## src/hdl/adsf_pkg.sv

```systemverilog
`default_nettype none
// ----------------------------------------------------------------------------
// adsf_pkg: shared types and constants of the accelerometer deadband filter
// Beat payloads, register indexes, reset values and lane configuration.
// ----------------------------------------------------------------------------
package adsf_pkg;

  localparam int unsigned DataW   = 16;
  localparam int unsigned PlayW   = 15;
  localparam int unsigned SensW   = 8;
  localparam int unsigned ModeW   = 2;
  localparam int unsigned CfgW    = 64;
  localparam int unsigned CfgIdxW = 3;
  localparam int unsigned OfsW    = 48;

  // Register indexes on the configuration port
  typedef enum logic [CfgIdxW-1:0] {
    REG_PLAY_RADIUS = 3'd0,
    REG_SENSITIVITY = 3'd1,
    REG_MODE        = 3'd2,
    REG_OFFSET_XYZ  = 3'd3,
    REG_ROW_X       = 3'd4,
    REG_ROW_Y       = 3'd5,
    REG_ROW_Z       = 3'd6
  } reg_idx_e;

  // Mode bits
  localparam int unsigned ModeOfsBit = 0;
  localparam int unsigned ModeRotBit = 1;

  // Reset values: unit gain, identity transform
  localparam logic [SensW-1:0] SensRst = 8'h80;
  localparam logic [CfgW-1:0]  RowXRst = 64'h0000_0000_0000_4000;
  localparam logic [CfgW-1:0]  RowYRst = 64'h0000_0000_4000_0000;
  localparam logic [CfgW-1:0]  RowZRst = 64'h0000_4000_0000_0000;

  typedef logic signed [DataW-1:0] sample_t;

  typedef struct packed {
    sample_t raw_z;
    sample_t raw_y;
    sample_t raw_x;
  } in_beat_t;

  typedef struct packed {
    sample_t out_z;
    sample_t out_y;
    sample_t out_x;
  } out_beat_t;

  // Tracking settings shared by all axis lanes
  typedef struct packed {
    logic [PlayW-1:0] play;
    logic [SensW-1:0] sens;
    logic             ofs_en;
  } trk_cfg_t;

endpackage
`default_nettype wire

```

## src/hdl/adsf_affine_row.sv

```systemverilog
`default_nettype none
// ----------------------------------------------------------------------------
// adsf_affine_row: one output row of the fixed-point affine transform
// Registers three Q2.14 products, then sums with the translation, truncates
// toward zero and saturates to 16 bits.
// ----------------------------------------------------------------------------
module adsf_affine_row import adsf_pkg::*; (
  input  wire logic            clk_i,
  input  wire logic            load_i,
  input  wire logic [CfgW-1:0] row_i,
  input  wire sample_t         x_i,
  input  wire sample_t         y_i,
  input  wire sample_t         z_i,
  output sample_t              res_o
);

  logic signed [31:0] px_q, py_q, pz_q;
  sample_t            trans_q;
  logic signed [33:0] sum;
  logic signed [19:0] quot;
  logic signed [19:0] quot_tz;

  always_ff @(posedge clk_i) begin
    if (load_i) begin
      px_q    <= 32'(sample_t'(row_i[15:0])  * x_i);
      py_q    <= 32'(sample_t'(row_i[31:16]) * y_i);
      pz_q    <= 32'(sample_t'(row_i[47:32]) * z_i);
      trans_q <= sample_t'(row_i[63:48]);
    end
  end

  assign sum  = 34'(px_q) + 34'(py_q) + 34'(pz_q) + (34'(trans_q) <<< 14);
  assign quot = sum[33:14];

  // Round a negative quotient up when bits were shifted out
  assign quot_tz = (sum[33] && (sum[13:0] != '0)) ? quot + 20'sd1 : quot;

  always_comb begin
    if (quot_tz > 20'sd32767) begin
      res_o = 16'sh7fff;
    end else if (quot_tz < -20'sd32768) begin
      res_o = 16'sh8000;
    end else begin
      res_o = sample_t'(quot_tz[15:0]);
    end
  end

endmodule
`default_nettype wire

```

## config.mk

```make
export PLATFORM = sky130hd
export DESIGN_NAME = adsf_affine_row
export DESIGN_NICKNAME = d
export VERILOG_FILES = /design/src/hdl/adsf_pkg.sv /design/src/hdl/adsf_affine_row.sv
export SDC_FILE = /design/constraint.sdc
export NUM_CORES = 2
export LEC_CHECK = 0
export BUFFER_PORTS_ARGS = -buffer_cell sky130_fd_sc_hd__buf_2
export CELL_PAD_IN_SITES_DETAIL_PLACEMENT = 0
export CELL_PAD_IN_SITES_GLOBAL_PLACEMENT = 1
export CORE_MARGIN = 1.5
export CORE_UTILIZATION = 45
export DETAILED_ROUTE_END_ITERATION = 7
export PLACE_DENSITY = 0.86
export SKIP_CTS_REPAIR_TIMING = 1
export SLEW_MARGIN = 10
export SYNTH_ARGS = -nofsm -noshare
export SYNTH_HDL_FRONTEND = slang
export SYNTH_SLANG_ARGS = --single-unit
```

## constraint.sdc

```tcl
create_clock -name clk_i -period 12.5 [get_ports clk_i]
set_input_delay 1.25 -clock clk_i [delete_from_list [all_inputs] [get_ports clk_i]]
set_output_delay 1.25 -clock clk_i [all_outputs]
set_load 0.02 [all_outputs]
```

-- After elaboration in Yosys (flattened, before gate mapping)
Cells that the tools add are included.
- flip-flop bits (word level): 112
- input bits: 114
- output and inout port bits: 16
- word-level logic and storage cells: 18
- add/sub/neg operators: 4
- multiply operators: 3
- $lt $le $gt $ge: 2
- mux-type cells: 3
- reductions and logical operators: 2
- operator list (kind ; number):
    16-bit by 16-bit multiplier with 32-bit output ; 3
    33-bit by 32-bit adder with 34-bit output ; 1
    34-bit by 30-bit adder with 34-bit output ; 1
    32-bit by 32-bit adder with 33-bit output ; 1
    16-bit 2-to-1 mux ; 2
    20-bit by 2-bit adder with 20-bit output, second input constant ; 1
    20-bit by 16-bit > comparator with 1-bit output, second input constant ; 1
    20-bit by 16-bit < comparator with 1-bit output, second input constant ; 1
    20-bit 2-to-1 mux ; 1
    14-bit nonzero test ; 1
    1-bit logical AND ; 1

-- Depth between registers and ports, before layout
- word-level depth: 9
- gate-level depth with buffers: 26

-- Least setup slack after synthesis
Ideal clock, no wire load.
- path type: in2reg
- from: input row_i[42]
- to: register pz_q[31], data pin
- setup time: 0.260 ns
- arrival: 6.984 ns
- slack: 5.256 ns
- cell stages on the path: 25
- buffers on the path: 1
- cell sequence: clkbuf_1 > nand2_1 > fa_1 > inv_1 > fa_1 > inv_1 > fa_1 > fa_1 > inv_1 > fa_1 > inv_1 > fa_1 > inv_1 > ha_1 > o21ai_0 > o21ai_0 > a22oi_1 > o22ai_1 > nand2_1 > a21o_1 > a2111oi_0 > or3_1 > a41o_1 > a21oi_1 > xnor2_1
- longest elaborated chain between the ends: 1
- RTL lines (element ; RTL line ; RTL):
    start, declared ; adsf_affine_row.sv:10 ; input wire logic [CfgW-1:0] row_i,
    16-bit by 16-bit multiplier with 32-bit output ; adsf_affine_row.sv:27 ; pz_q <= 32'(sample_t'(row_i[47:32]) * z_i);
    end signal, assigned ; adsf_affine_row.sv:27 ;
    end, declared ; adsf_affine_row.sv:17 ; logic signed [31:0] px_q, py_q, pz_q;
Every way passes these cells.
A chain may end at the register's enable or synchronous reset.

-- Worst setup path after layout
- from: register py_q[2]
- to: output res_o[2]
- longest elaborated chain between the ends: 9
- elaborated cells on any way between the ends: 11
- RTL lines (element ; RTL line ; RTL):
    start, declared ; adsf_affine_row.sv:17 ;
    start signal, assigned ; adsf_affine_row.sv:26 ; py_q <= 32'(sample_t'(row_i[31:16]) * y_i);
    32-bit by 32-bit adder with 33-bit output (*) ; adsf_affine_row.sv:32 ; assign sum = 34'(px_q) + 34'(py_q) + 34'(pz_q) + (34'(trans_q) <<< 14);
    33-bit by 32-bit adder with 34-bit output (*) ; adsf_affine_row.sv:32 ;
    34-bit by 30-bit adder with 34-bit output (*) ; adsf_affine_row.sv:32 ;
    parallel branches: the longest is 2 deep, another holds 20-bit by 2-bit adder with 20-bit output ; -- ;
    20-bit 2-to-1 mux (*) ; adsf_affine_row.sv:36 ; assign quot_tz = (sum[33] && (sum[13:0] != '0)) ? quot + 20'sd1 : quot;
    20-bit by 16-bit < comparator with 1-bit output ; adsf_affine_row.sv:41 ; end else if (quot_tz < -20'sd32768) begin
    16-bit 2-to-1 mux ; adsf_affine_row.sv:41 ;
    16-bit 2-to-1 mux (*) ; adsf_affine_row.sv:39 ; if (quot_tz > 20'sd32767) begin
    end, declared ; adsf_affine_row.sv:14 ; output sample_t res_o
Mark *: on every way between the ends.

==> run metrics <==
CTS max path bufs 2; row count 104; final hold violations 0; antenna violations before repair 7; Congestion Overflow GR 0; ys async rst share 0; synth top area cells fa_1 (46%), inv_1 (10%), ha_1 (9.9%), edfxtp_1 (9.2%), and2_1 (5.2%); clk root buf clkbuf_16; worst-path fanout max 15; vias post-DR 25300; syn nets 5121; status finished with violations; Required @ worst endpoint 11250 ps; gpl congestion 0.895; failing checks design-rule violations; number of flops mapped to enable cells by yosys 112; Die X 289 µm; final wirelength 82.4 mm; clock-pin slew on the worst setup and hold paths 80 ps; setup_tns 0 ps; H-tree levels 3; register area share after synthesis 0.0917; synthesized area per cell 9.46 µm²; Hold WC Path Type in -> reg; Yosys top cell area share 0.457; Clock Sinks 112; critical path class reg -> out; fin. max-slew vios 0; DIE AREA 83300 µm²; CP endpoint kind output pin; final setup violating endpoints 0; Fmax 134 MHz; post-route DRC violation count 10; predominant post-synthesis flop cell edfxtp_1; Worst slew margin 0.395; Synth Warn # 0; #FFs+latches synth 112; CTS tree yes; minimum clock period 7440 ps; gr usage total 0.210; cell with the most instances after synthesis inv_1; unrepaired setup endpoints after global routing no; Yosys cell types 78; period utilisation layout 0.595; Setup crit start kind flip-flop; per-cell routed wire length 16.6 µm; remaining antenna violation count 0; via density per instance 5.08; max-cap violation count 0; Syn Std Cell Area 36700 µm²; Worst Hold Path Cells 1; I/O Buffers 129; largest net degree at the start of global routing 66; CTS Buf Count 9; post-synth top area cell fa_1; Final HPWL DP 70.0 mm; Die Height 289 µm; global-route wire length before repair 139 mm; vias in the first global route 27000; share of cells above drive strength 1 0.0468; initial core utilization 0.455; Post-Synthesis Cells 3878; area growth from synthesis to layout 4.97%; Core ar. 80700 µm²; Worst-Margin Slew 908 ps; # IOs 130; commonest cells in the netlist inv_1 (1018), fa_1 (838), nand2_1 (479); Nets 5149; initial drt markers 1334; crit path DAT 6190 ps; TritonRoute pass-1 iters 7
[area by class of cell]
| type | instances | area, µm² |
|---|---|---|
| well taps | 1060 | 1330 |
| clock buffers | 9 | 225 |
| multi-input cells | 2635 | 29100 |
| diodes | 2 | 5.00 |
| repair buffers | 130 | 656 |
| fillers | 7540 | 42200 |
| flip-flops and latches | 112 | 3360 |
| clock inverters | 7 | 62.6 |
| inverters | 1018 | 3820 |
[sequential cells by signal, indices dropped and copies added, names as in the netlist]
signal,count
py_q,32
px_q,32
trans_q,16
pz_q,32
[layout by cell type (no fill, tap or decap), drive strengths merged, types with 5 or more instances in the layout]
cell / synthesis / routed
inv: 1018 / 1022
fa: 838 / 838
nand2: 480 / 480
and2: 307 / 307
ha: 291 / 291
buf: 7 / 130
edfxtp: 112 / 112
xnor2: 111 / 111
a21oi: 81 / 81
nor2: 77 / 77
o21ai: 54 / 54
nand2b: 52 / 52
a21o: 42 / 42
nand3: 35 / 35
xor2: 29 / 29
nor3: 27 / 27
o21bai: 22 / 22
nor2b: 16 / 16
a211oi: 16 / 16
o21a: 14 / 14
or3: 13 / 13
a31oi: 12 / 12
and3: 11 / 11
nand4: 9 / 9
clkbuf: 106 / 9
or2: 8 / 8
o2111ai: 6 / 6
nor4: 6 / 6
o211ai: 5 / 5
o22ai: 5 / 5
[metal layers]
layer	share of wire	GRT usage	vias up
li1	-	-	11600
met1	0.44	0.291	12900
met2	0.48	0.354	647
met3	0.054	0.0242	116
met4	0.024	0.0493	10
met5	0.00084	0	-
[final timing paths]
path	startpoint	slack [ps]	endpoint
hold / removal	row_i[63]	1050	trans_q[15]
setup / recovery	py_q[2]	5060	res_o[2]
[logic make-up (layout without fill, tap and decap cells)]
group                    Yosys count  count (layout)  synth area share
flip-flops                       112             112            0.0917
XOR/XNOR                         140             140            0.0339
adder cells (fa/ha/maj)         1129            1129             0.556
AND/OR/NAND/NOR                 1058            1058             0.144
other                              0               2                 0
AO/OA/AOI/OAI                    304             304            0.0565
buffers and inverters           1131            1164             0.116
multiplexers                       4               4           0.00109
[per-stage QoR]
step,utilization,instance area [µm²],hold slack (ps),setup WS [ps],std cells
finish,0.477,38500,1050,5060,4973
global route,0.477,38500,1030,4660,4972
CTS,0.477,38500,1040,5080,4971
detailed placement,0.474,38200,1430,4680,4955
global placement,0.474,38200,1430,4740,4955
floorplan,-,36700,1350,5260,3878
[worst max-delay path: stages, from the launching register on]
cell and delay (ps):
edfxtp_1 420, inv_1 80, fa_1 500, inv_1 40, ha_1 280, ha_1 190, inv_1 70, fa_1 470
nor2b_1 210, o31ai_1 160, a2111o_1 440, a21o_4 270, a31oi_1 200, mux2i_1 440, nand4_1 140, nor4_1 420
a31oi_1 210, nor3_4 660, o21ai_1 330, buf_2 260
Power is not shown: default switching activity piles up to over one toggle a cycle in this logic, so the estimate is an artifact.
