<file path="src/hdl/adsf_pkg.sv">
`default_nettype none
// ----------------------------------------------------------------------------
// adsf_pkg: shared types and constants of the accelerometer deadband filter
// Beat payloads, register indexes, reset values and lane configuration.
// ----------------------------------------------------------------------------
package adsf_pkg;

  localparam int unsigned DataW   = 16;
  localparam int unsigned PlayW   = 15;
  localparam int unsigned SensW   = 8;
  localparam int unsigned ModeW   = 2;
  localparam int unsigned CfgW    = 64;
  localparam int unsigned CfgIdxW = 3;
  localparam int unsigned OfsW    = 48;

  // Register indexes on the configuration port
  typedef enum logic [CfgIdxW-1:0] {
    REG_PLAY_RADIUS = 3'd0,
    REG_SENSITIVITY = 3'd1,
    REG_MODE        = 3'd2,
    REG_OFFSET_XYZ  = 3'd3,
    REG_ROW_X       = 3'd4,
    REG_ROW_Y       = 3'd5,
    REG_ROW_Z       = 3'd6
  } reg_idx_e;

  // Mode bits
  localparam int unsigned ModeOfsBit = 0;
  localparam int unsigned ModeRotBit = 1;

  // Reset values: unit gain, identity transform
  localparam logic [SensW-1:0] SensRst = 8'h80;
  localparam logic [CfgW-1:0]  RowXRst = 64'h0000_0000_0000_4000;
  localparam logic [CfgW-1:0]  RowYRst = 64'h0000_0000_4000_0000;
  localparam logic [CfgW-1:0]  RowZRst = 64'h0000_4000_0000_0000;

  typedef logic signed [DataW-1:0] sample_t;

  typedef struct packed {
    sample_t raw_z;
    sample_t raw_y;
    sample_t raw_x;
  } in_beat_t;

  typedef struct packed {
    sample_t out_z;
    sample_t out_y;
    sample_t out_x;
  } out_beat_t;

  // Tracking settings shared by all axis lanes
  typedef struct packed {
    logic [PlayW-1:0] play;
    logic [SensW-1:0] sens;
    logic             ofs_en;
  } trk_cfg_t;

endpackage
`default_nettype wire

</file>
<file path="src/hdl/adsf_axis_lane.sv">
`default_nettype none
// ----------------------------------------------------------------------------
// adsf_axis_lane: one axis of the deadband tracking filter
// Holds the last filtered value, steps it on each accepted sample and
// presents it with the optional offset removed.
// ----------------------------------------------------------------------------
module adsf_axis_lane import adsf_pkg::*; (
  input  wire logic     clk_i,
  input  wire logic     rst_ni,
  input  wire logic     step_i,
  input  wire sample_t  raw_i,
  input  wire trk_cfg_t trk_cfg_i,
  input  wire sample_t  offset_i,
  output sample_t       val_o
);

  sample_t            last_q, last_d;
  logic signed [16:0] diff;
  logic signed [17:0] diff_x;
  logic signed [17:0] play_s;
  logic signed [17:0] excess;
  logic signed [8:0]  gain;
  logic signed [26:0] prod;

  assign diff   = 17'(raw_i) - 17'(last_q);
  assign diff_x = 18'(diff);
  assign play_s = signed'({3'b000, trk_cfg_i.play});
  assign gain   = signed'({1'b0, trk_cfg_i.sens});

  // Excess over the dead band; zero inside it, so the value holds
  always_comb begin
    if (diff_x < -play_s) begin
      excess = diff_x + play_s;
    end else if (diff_x > play_s) begin
      excess = diff_x - play_s;
    end else begin
      excess = '0;
    end
  end

  assign prod   = 27'(excess * gain);
  // Floor of prod / 128 is the arithmetic shift; wrap the sum to 16 bits
  assign last_d = last_q + sample_t'(prod[22:7]);

  always_ff @(posedge clk_i or negedge rst_ni) begin
    if (!rst_ni) begin
      last_q <= '0;
    end else if (step_i) begin
      last_q <= last_d;
    end
  end

  assign val_o = trk_cfg_i.ofs_en ? sample_t'(last_q - offset_i) : last_q;

endmodule
`default_nettype wire

</file>
<file path="config.mk">
export PLATFORM = sky130hd
export DESIGN_NAME = adsf_axis_lane
export DESIGN_NICKNAME = d
export VERILOG_FILES = /design/src/hdl/adsf_pkg.sv /design/src/hdl/adsf_axis_lane.sv
export SDC_FILE = /design/constraint.sdc
export NUM_CORES = 1
export LEC_CHECK = 0
export ABC_AREA = 1
export BUFFER_PORTS_ARGS = -buffer_cell sky130_fd_sc_hd__buf_2
export CORE_MARGIN = 4
export CORE_UTILIZATION = 35
export CTS_CLUSTER_DIAMETER = 30
export DETAILED_ROUTE_END_ITERATION = 8
export GPL_ROUTABILITY_DRIVEN = 0
export PLACE_DENSITY = 0.57
export SYNTH_ARGS = -nofsm -noshare
export SYNTH_HDL_FRONTEND = slang
export SYNTH_SLANG_ARGS = --single-unit
</file>
<file path="constraint.sdc">
create_clock -name clk_i -period 12.1 [get_ports clk_i]
set_input_delay 1.21 -clock clk_i [delete_from_list [all_inputs] [get_ports clk_i]]
set_output_delay 1.21 -clock clk_i [all_outputs]
set_load 0.01 [all_outputs]
</file>
### Yosys cells after proc, flatten, opt, wreduce, memory -nomap -nowiden

Cells that the tools add are included.

* bits in registers: 16
* bits in latches: 0
* RAM bits: 0
* memory bits (read-only): 0
* input port bits: 59
* output and inout port bits: 16
* word-level logic and storage cells: 13
* memories kept: 0

* add/subtract/negate cells: 6
* multipliers: 1
* divide/modulo/power cells: 0
* magnitude comparators: 2
* eq/ne operators: 0
* shift operators: 0
* muxes and demuxes: 3
* bitwise logic cells: 0
* reductions and logical operators: 0

Operators with widths (number)
* 18-bit 2-to-1 mux: 2
* 18-bit by 9-bit multiplier with 23-bit output: 1
* 17-bit by 16-bit adder with 18-bit output: 1
* 17-bit by 18-bit < comparator with 1-bit output: 1
* 15-bit negator with 18-bit output: 1
* 17-bit by 16-bit subtractor with 18-bit output: 1
* 17-bit by 16-bit > comparator with 1-bit output: 1
* 16-bit by 16-bit subtractor with 17-bit output: 1
* 16-bit adder: 1
* 16-bit 2-to-1 mux: 1
* 16-bit subtractor: 1

### Longest topological paths before layout

Gate-level depths: netlist of the first run.

* word-level depth: 6
* mapped depth: 62

### Least setup slack after synthesis of the first run

OpenSTA, ideal clock, no wires.

* kind: in2reg
* start: in trk_cfg_i[10] (netlist name)
* end: reg last_q[14]
* data arrival time: 9.176 ns
* required time: 12.017 ns
* path slack: 2.842 ns
* cell stages on the path: 51
* buffers on the path: 1
* cells stage by stage: inv_1 > ha_1 > nand3_1 > nor2_1 > nand2_1 > nor4_1 > nand2_1 > nor2_1 > nand3_1 > xor2_1 > ha_1 > nand2_1 > nor2_1 > and2_1 > nand4_1 > nand3_1 > nand2_1 > nand2_1 > (+15 left out) > nand2_2 > xor2_1 > ha_1 > nand2_1 > nand2_1 > a21oi_1 > nor2_1 > nor2_1 > o21bai_1 > a31oi_1 > o21ai_0 > nand3_1 > nand2_1 > nand2_1 > a21oi_1 > nor2_1 > xor2_1 > o21ai_0

* longest elaborated chain between the ends: 5
* elaborated cells on any way between the ends: 9
* those cells by class: add/sub (4); mul (1); order compare (2); mux (2)

RTL lines
* start, declared: line adsf_axis_lane.sv:12 `input wire trk_cfg_t trk_cfg_i,`
* 15-bit negator with 18-bit output (tied with other cells): line adsf_axis_lane.sv:32 `if (diff_x < -play_s) begin`
* 17-bit by 18-bit < comparator with 1-bit output or 18-bit 2-to-1 mux (tied branches): line adsf_axis_lane.sv:32, adsf_axis_lane.sv:34
* 18-bit 2-to-1 mux (*): line adsf_axis_lane.sv:32
* 18-bit by 9-bit multiplier with 23-bit output (*): line adsf_axis_lane.sv:41 `assign prod = 27'(excess * gain);`
* 16-bit adder (*): line adsf_axis_lane.sv:43 `assign last_d = last_q + sample_t'(prod[22:7]);`
* end signal, assigned: line adsf_axis_lane.sv:49 `last_q <= last_d;`
* end, declared: line adsf_axis_lane.sv:17 `sample_t last_q, last_d;`

Every way passes the cells marked *; elsewhere a longest branch is shown, timed or not.
A chain may end at the register's enable or synchronous reset.

### Final worst setup path of the first run

Ends and elaborated chain as after synthesis.

==> results.md, run 1 <==
* Status: finished clean
* Final critical-path required period at 10,620 ps
* Layout Skew at 3.395 ps
* WP data arrival at 10,790 ps
* Most flop-heavy register: last_q
* H-tree level count at 1
* Postcts setup bufs at 0
* FFs w/ async S/R, synth at 100.0%
* CTS tree: yes
* Commonest non-fill, non-tap cells in the layout: nand2_1, inv_1, nor2_1
* Total GRT Usage at 17.98%
* Starting Density at 35.49%
* Mean post-synth cell area at 6.694 µm²
* First-pass GRT wire length at 46,120 µm
* Via count at 9,138
* Crit path max fanout at 16
* WHS at 586.8 ps
* Routed len/inst at 14.31 µm
* Max-cap violation count at 0
* Cells after Synth at 1,477
* Fillers at 3,066
* Biggest regs: last_q x16
* Row count at 61
* Critical path capture point type: flip-flop
* Critical Path Source Type: input port
* Die H at 176.1 µm
* Post_cts resized at 0
* CP max stage cell: fa_1
* DRC Markers at 0
* Core Region at 27,860 µm²
* Largest net degree at the start of global routing at 28
* Yosys warning count at 0
* PnR worst setup slack at 1478 ps
* Rel. slew slack at 55.73%
* Final hold viol count at 0
* Clk buf depth at 2
* Clk_lat worst skew at 250 ps
* Post-synth top flop: dfrtp_1
* Synth Register Bits at 16
* WS Path Type: in -> reg
* DP HPWL at 24,040 µm
* I/O pin cnt at 75
* Reg clk slew, reported paths at 50 ps
* Worst path max stage delay at 560 ps
* CP dominant cell by count: nand2_1
* Die area at 31,000 µm²
* Register Area at 400.4 µm²
* Synth Cell Area at 9887 µm²
* Final Net Count at 1,830
* Hold Path Class: reg -> reg
* Actual slew at the worst max-slew pin at 659.3 ps
* Port buffer count at 74
* Setup TNS at 0 ps
* Hold Crit Depth at 2
* Post-synth EDFFs at 0
* Final wirelength at 27,280 µm
* Area Growth Syn to Fin at 8.112%
* Initial antenna violation count at 0
* Sequential-to-total area share from yosys stat at 4.050%
* Period utilisation layout at 87.78%
* Gr ovfl total at 0
* DR pass1 iterations at 5
* Syn nets at 1,779
* RSZ-0062 raised after global routing: no
* Max Clk Rate at 94.15 MHz
* Vias per std cell at 4.794
* Footprint of the multi-input gates at 8198 µm²
* Pre-CTS setup slack at 1257 ps
* Worst reg2reg path depth at 48
* Die width at 176.1 µm
* CTS hold repair buffers at 0
* Starting DRT DRC Count at 423
* Max Slew Vio Count at 0
* Post-route ant nets at 0
* CTS root buf: clkbuf_16
* Worst path required time at 12,270 ps
* TritonCTS Sinks at 16
* Num CTS Buffers at 3
* Yosys cell types at 48
* # setup viols final at 0
* Final core occ at 38.37%
* Vias in the first global route at 9,253
* Layout cells sized above 1 at 8.972%
* Max reg flops at 16
* Commonest non-fill, non-tap cell in the layout: nand2_1
-- cell families after synthesis --
kind of cell    count (synthesis)  synth area share, %
simple gates                  624                27.06
buf+inv                       336                13.03
fa+ha+maj                     243                38.65
compound gates                178                10.12
xor+xnor                       80                7.087
flops                          16                4.050
-- final cells by class --
cell class,count,share of cell area [%]
timing repair buffer,74,3.465
inverter,308,10.82
clock buffer,4,0.8311
sequential,16,3.746
multi-input combinational,1125,76.69
tap,378,4.425
antenna,1,0.02341
-- per-stage QoR --
| stage | instances | cell area, µm² |
|---|---|---|
| CTS | 1905 | 10690 |
| global route | 1905 | 10690 |
| floorplan | 1477 | 9887 |
| finish | 1906 | 10690 |
| detailed placement | 1901 | 10600 |
| global placement | 1901 | 10600 |
-- Yosys cell counts, drive strengths merged (2+ instances only) --
cell type,count,share of area [%]
o21bai,9,0.80
nor3b,2,0.20
fa,104,21
o21a,2,0.15
a31oi,10,0.63
nand3b,2,0.15
xor2,54,4.8
a21oi,87,4.6
nor4,3,0.19
o211ai,2,0.15
or2,7,0.44
ha,139,18
dfrtp,16,4.0
nand4,16,1.0
nand3,59,3.5
nand2,371,15
o22ai,4,0.25
xnor2,26,2.3
clkbuf,17,0.65
buf,11,0.70
nor3,15,0.76
o21ai,56,2.9
inv,307,12
a21o,2,0.15
o31ai,2,0.15
nor2,147,5.8
-- per-layer routing --
layer	GRT usage, %	vias up	wire length [µm]
met5	0	-	0
met4	2.956	0	408
met3	2.056	30	1261
met2	29.49	201	12090
met1	25.97	4233	13520
li1	-	4674	-
-- worst max-delay path, delay by kind of cell --
kind / cells / cell delay [ps]
AOI/OAI and AO/OA: 8 / 1680
xor gates and xnor gates: 3 / 460
adders and majority gates: 8 / 3220
and+or+nand+nor: 25 / 3420
buffers and inverters: 7 / 750
-- worst paths after layout --
check	end	slack [ps]	startpoint
max	last_q[14]	1480	trk_cfg_i[10]
min	last_q[15]	590	last_q[15]
max reg2reg	last_q[14]	2070	last_q[1]
min reg2reg	last_q[15]	590	last_q[15]
max in group asynchronous	last_q[15]	10940	rst_ni
min in group asynchronous	last_q[10]	880	rst_ni
Power of run 1 is not shown: default switching activity piles up to over one toggle a cycle in this logic, so the estimate is an artifact.
==> run 2: changes to the inputs <==
clock period = 10.6 ns   (was 12.1 ns; I/O delays follow)
==> run 2 against run 1 <==
Clock skew shrank 0.60 ps. Die area is the same. Register-to-register slack lost 870 ps. Worst setup slack lost 570 ps. Non-clock buffer count grew 2. Sequential cell count is the same. Largest cell class unchanged. Global-route usage grew 0.085 points. First-iteration DRC count grew 9.2%. Sequential share of layout area is essentially flat. Critical path type unchanged.
==> results.md, run 2 (same netlist as run 1, synthesis figures left out) <==
* Status: finished clean
* Routed len/inst at 14.34 µm
* Starting DRT DRC Count at 462
* Commonest non-fill, non-tap cells in the layout: nand2_1, inv_1, nor2_1
* CP max stage cell: fa_1
* N_diodes at 0
* Worst path max stage delay at 560 ps
* I/O pin cnt at 75
* Period utilisation layout at 91.47%
* Area Growth Syn to Fin at 8.542%
* RSZ-0062 raised after global routing: no
* Die area at 31,000 µm²
* Vias per std cell at 4.812
* Die width at 176.1 µm
* Num CTS Buffers at 3
* CTS hold repair buffers at 0
* TritonCTS Sinks at 16
* WP data arrival at 9860 ps
* First-pass GRT wire length at 46,280 µm
* Placed insts at 1,902
* Worst reg2reg path depth at 50
* Most flop-heavy register: last_q
* CP startpoint: trk_cfg_i[10]
* Crit path max fanout at 16
* Layout cells sized above 1 at 9.353%
* Reg2reg end: last_q[14]
* Rel. slew slack at 52.82%
* Port buffer count at 74
* Final wirelength at 27,340 µm
* Critical path capture point type: flip-flop
* Total GRT Usage at 18.06%
* Row count at 61
* Non-Filler Instances at 1,907
* Max Clk Rate at 103.1 MHz
* Final Net Count at 1,832
* Max-cap violation count at 0
* Hold Path Class: reg -> reg
* Reg2reg setup slack at 1200 ps
* CTS tree: yes
* Via count at 9,177
* Final Cell Area at 10,730 µm²
* Worst Hold Launch: last_q[15]
* Critical R2R Launch: last_q[1]
* Critical Path Source Type: input port
* Gr ovfl total at 0
* H-tree level count at 1
* DRC Markers at 0
* DR pass1 iterations at 5
* CTS root buf: clkbuf_16
* DP HPWL at 24,060 µm
* Hold Crit Depth at 2
* Starting Density at 35.49%
* Clk buf depth at 2
* # setup viols final at 0
* WS Path Type: in -> reg
* Final core occ at 38.52%
* Clk_lat worst skew at 250 ps
* Biggest regs: last_q x16
* Reg clk slew, reported paths at 50 ps
* Largest net degree at the start of global routing at 28
* Actual slew at the worst max-slew pin at 702.7 ps
* Worst path required time at 10,770 ps
* CP dominant cell by count: nand2_1
* Vias in the first global route at 9,266
* Layout Skew at 2.796 ps
* Final critical-path required period at 9695 ps
* Post-route ant nets at 0
* Die H at 176.1 µm
* Max reg flops at 16
* Commonest non-fill, non-tap cell in the layout: nand2_1
* Core Region at 27,860 µm²
* Max Slew Vio Count at 0
* Placed Area at 10,610 µm²
* Setup TNS at 0 ps
* Critical Path End: last_q[14]
* Final hold viol count at 0
* Initial antenna violation count at 0
-- run 2: worst min-delay path by stage --
stage | endpoint | slack, ps
floorplan | last_q[15] | 500
global placement | last_q[15] | 600
detailed placement | last_q[15] | 590
CTS | last_q[15] | 610
global route | last_q[15] | 640
finish | last_q[15] | 600
-- run 2: layer usage --
layer	GRT usage, %	wire (µm)
met1	26.42	13520
met2	29.64	12150
met3	1.820	1307
met4	2.534	363
met5	0	0
-- run 2: layout make-up --
cell class | instances | area [µm²]
flip-flops and latches | 16 | 400.4
well taps | 378 | 473.0
repair buffers | 76 | 385.4
multi-input cells | 1125 | 8225
clock buffers | 4 | 88.84
inverters | 308 | 1159
fillers | 3035 | 17130
-- run 2: timing repair --
| item | CTS | global route |
|---|---|---|
| buffers inserted | 0 | 1 |
| endpoints found under the setup margin | 0 | 6 |
| gates resized for setup | 0 | 7 |
-- run 2: per-stage QoR --
step	setup WS, ps	hold slack, ps
final	904.6	595.7
after detailed placement	224.3	587.5
after global placement	542.9	600.5
after floorplan	1492	500.9
after CTS	429.7	606.9
after global routing	26.74	637.1
-- run 2: critical path: cells and delay by family --
kind / cells / cell delay (ps)
AO/OA/AOI/OAI: 7 / 1210
AND/OR/NAND/NOR: 26 / 2950
buffers and inverters: 8 / 900
adder cells (fa/ha/maj): 8 / 3270
XOR/XNOR: 3 / 470
Power of run 2 is left out for the same reason.
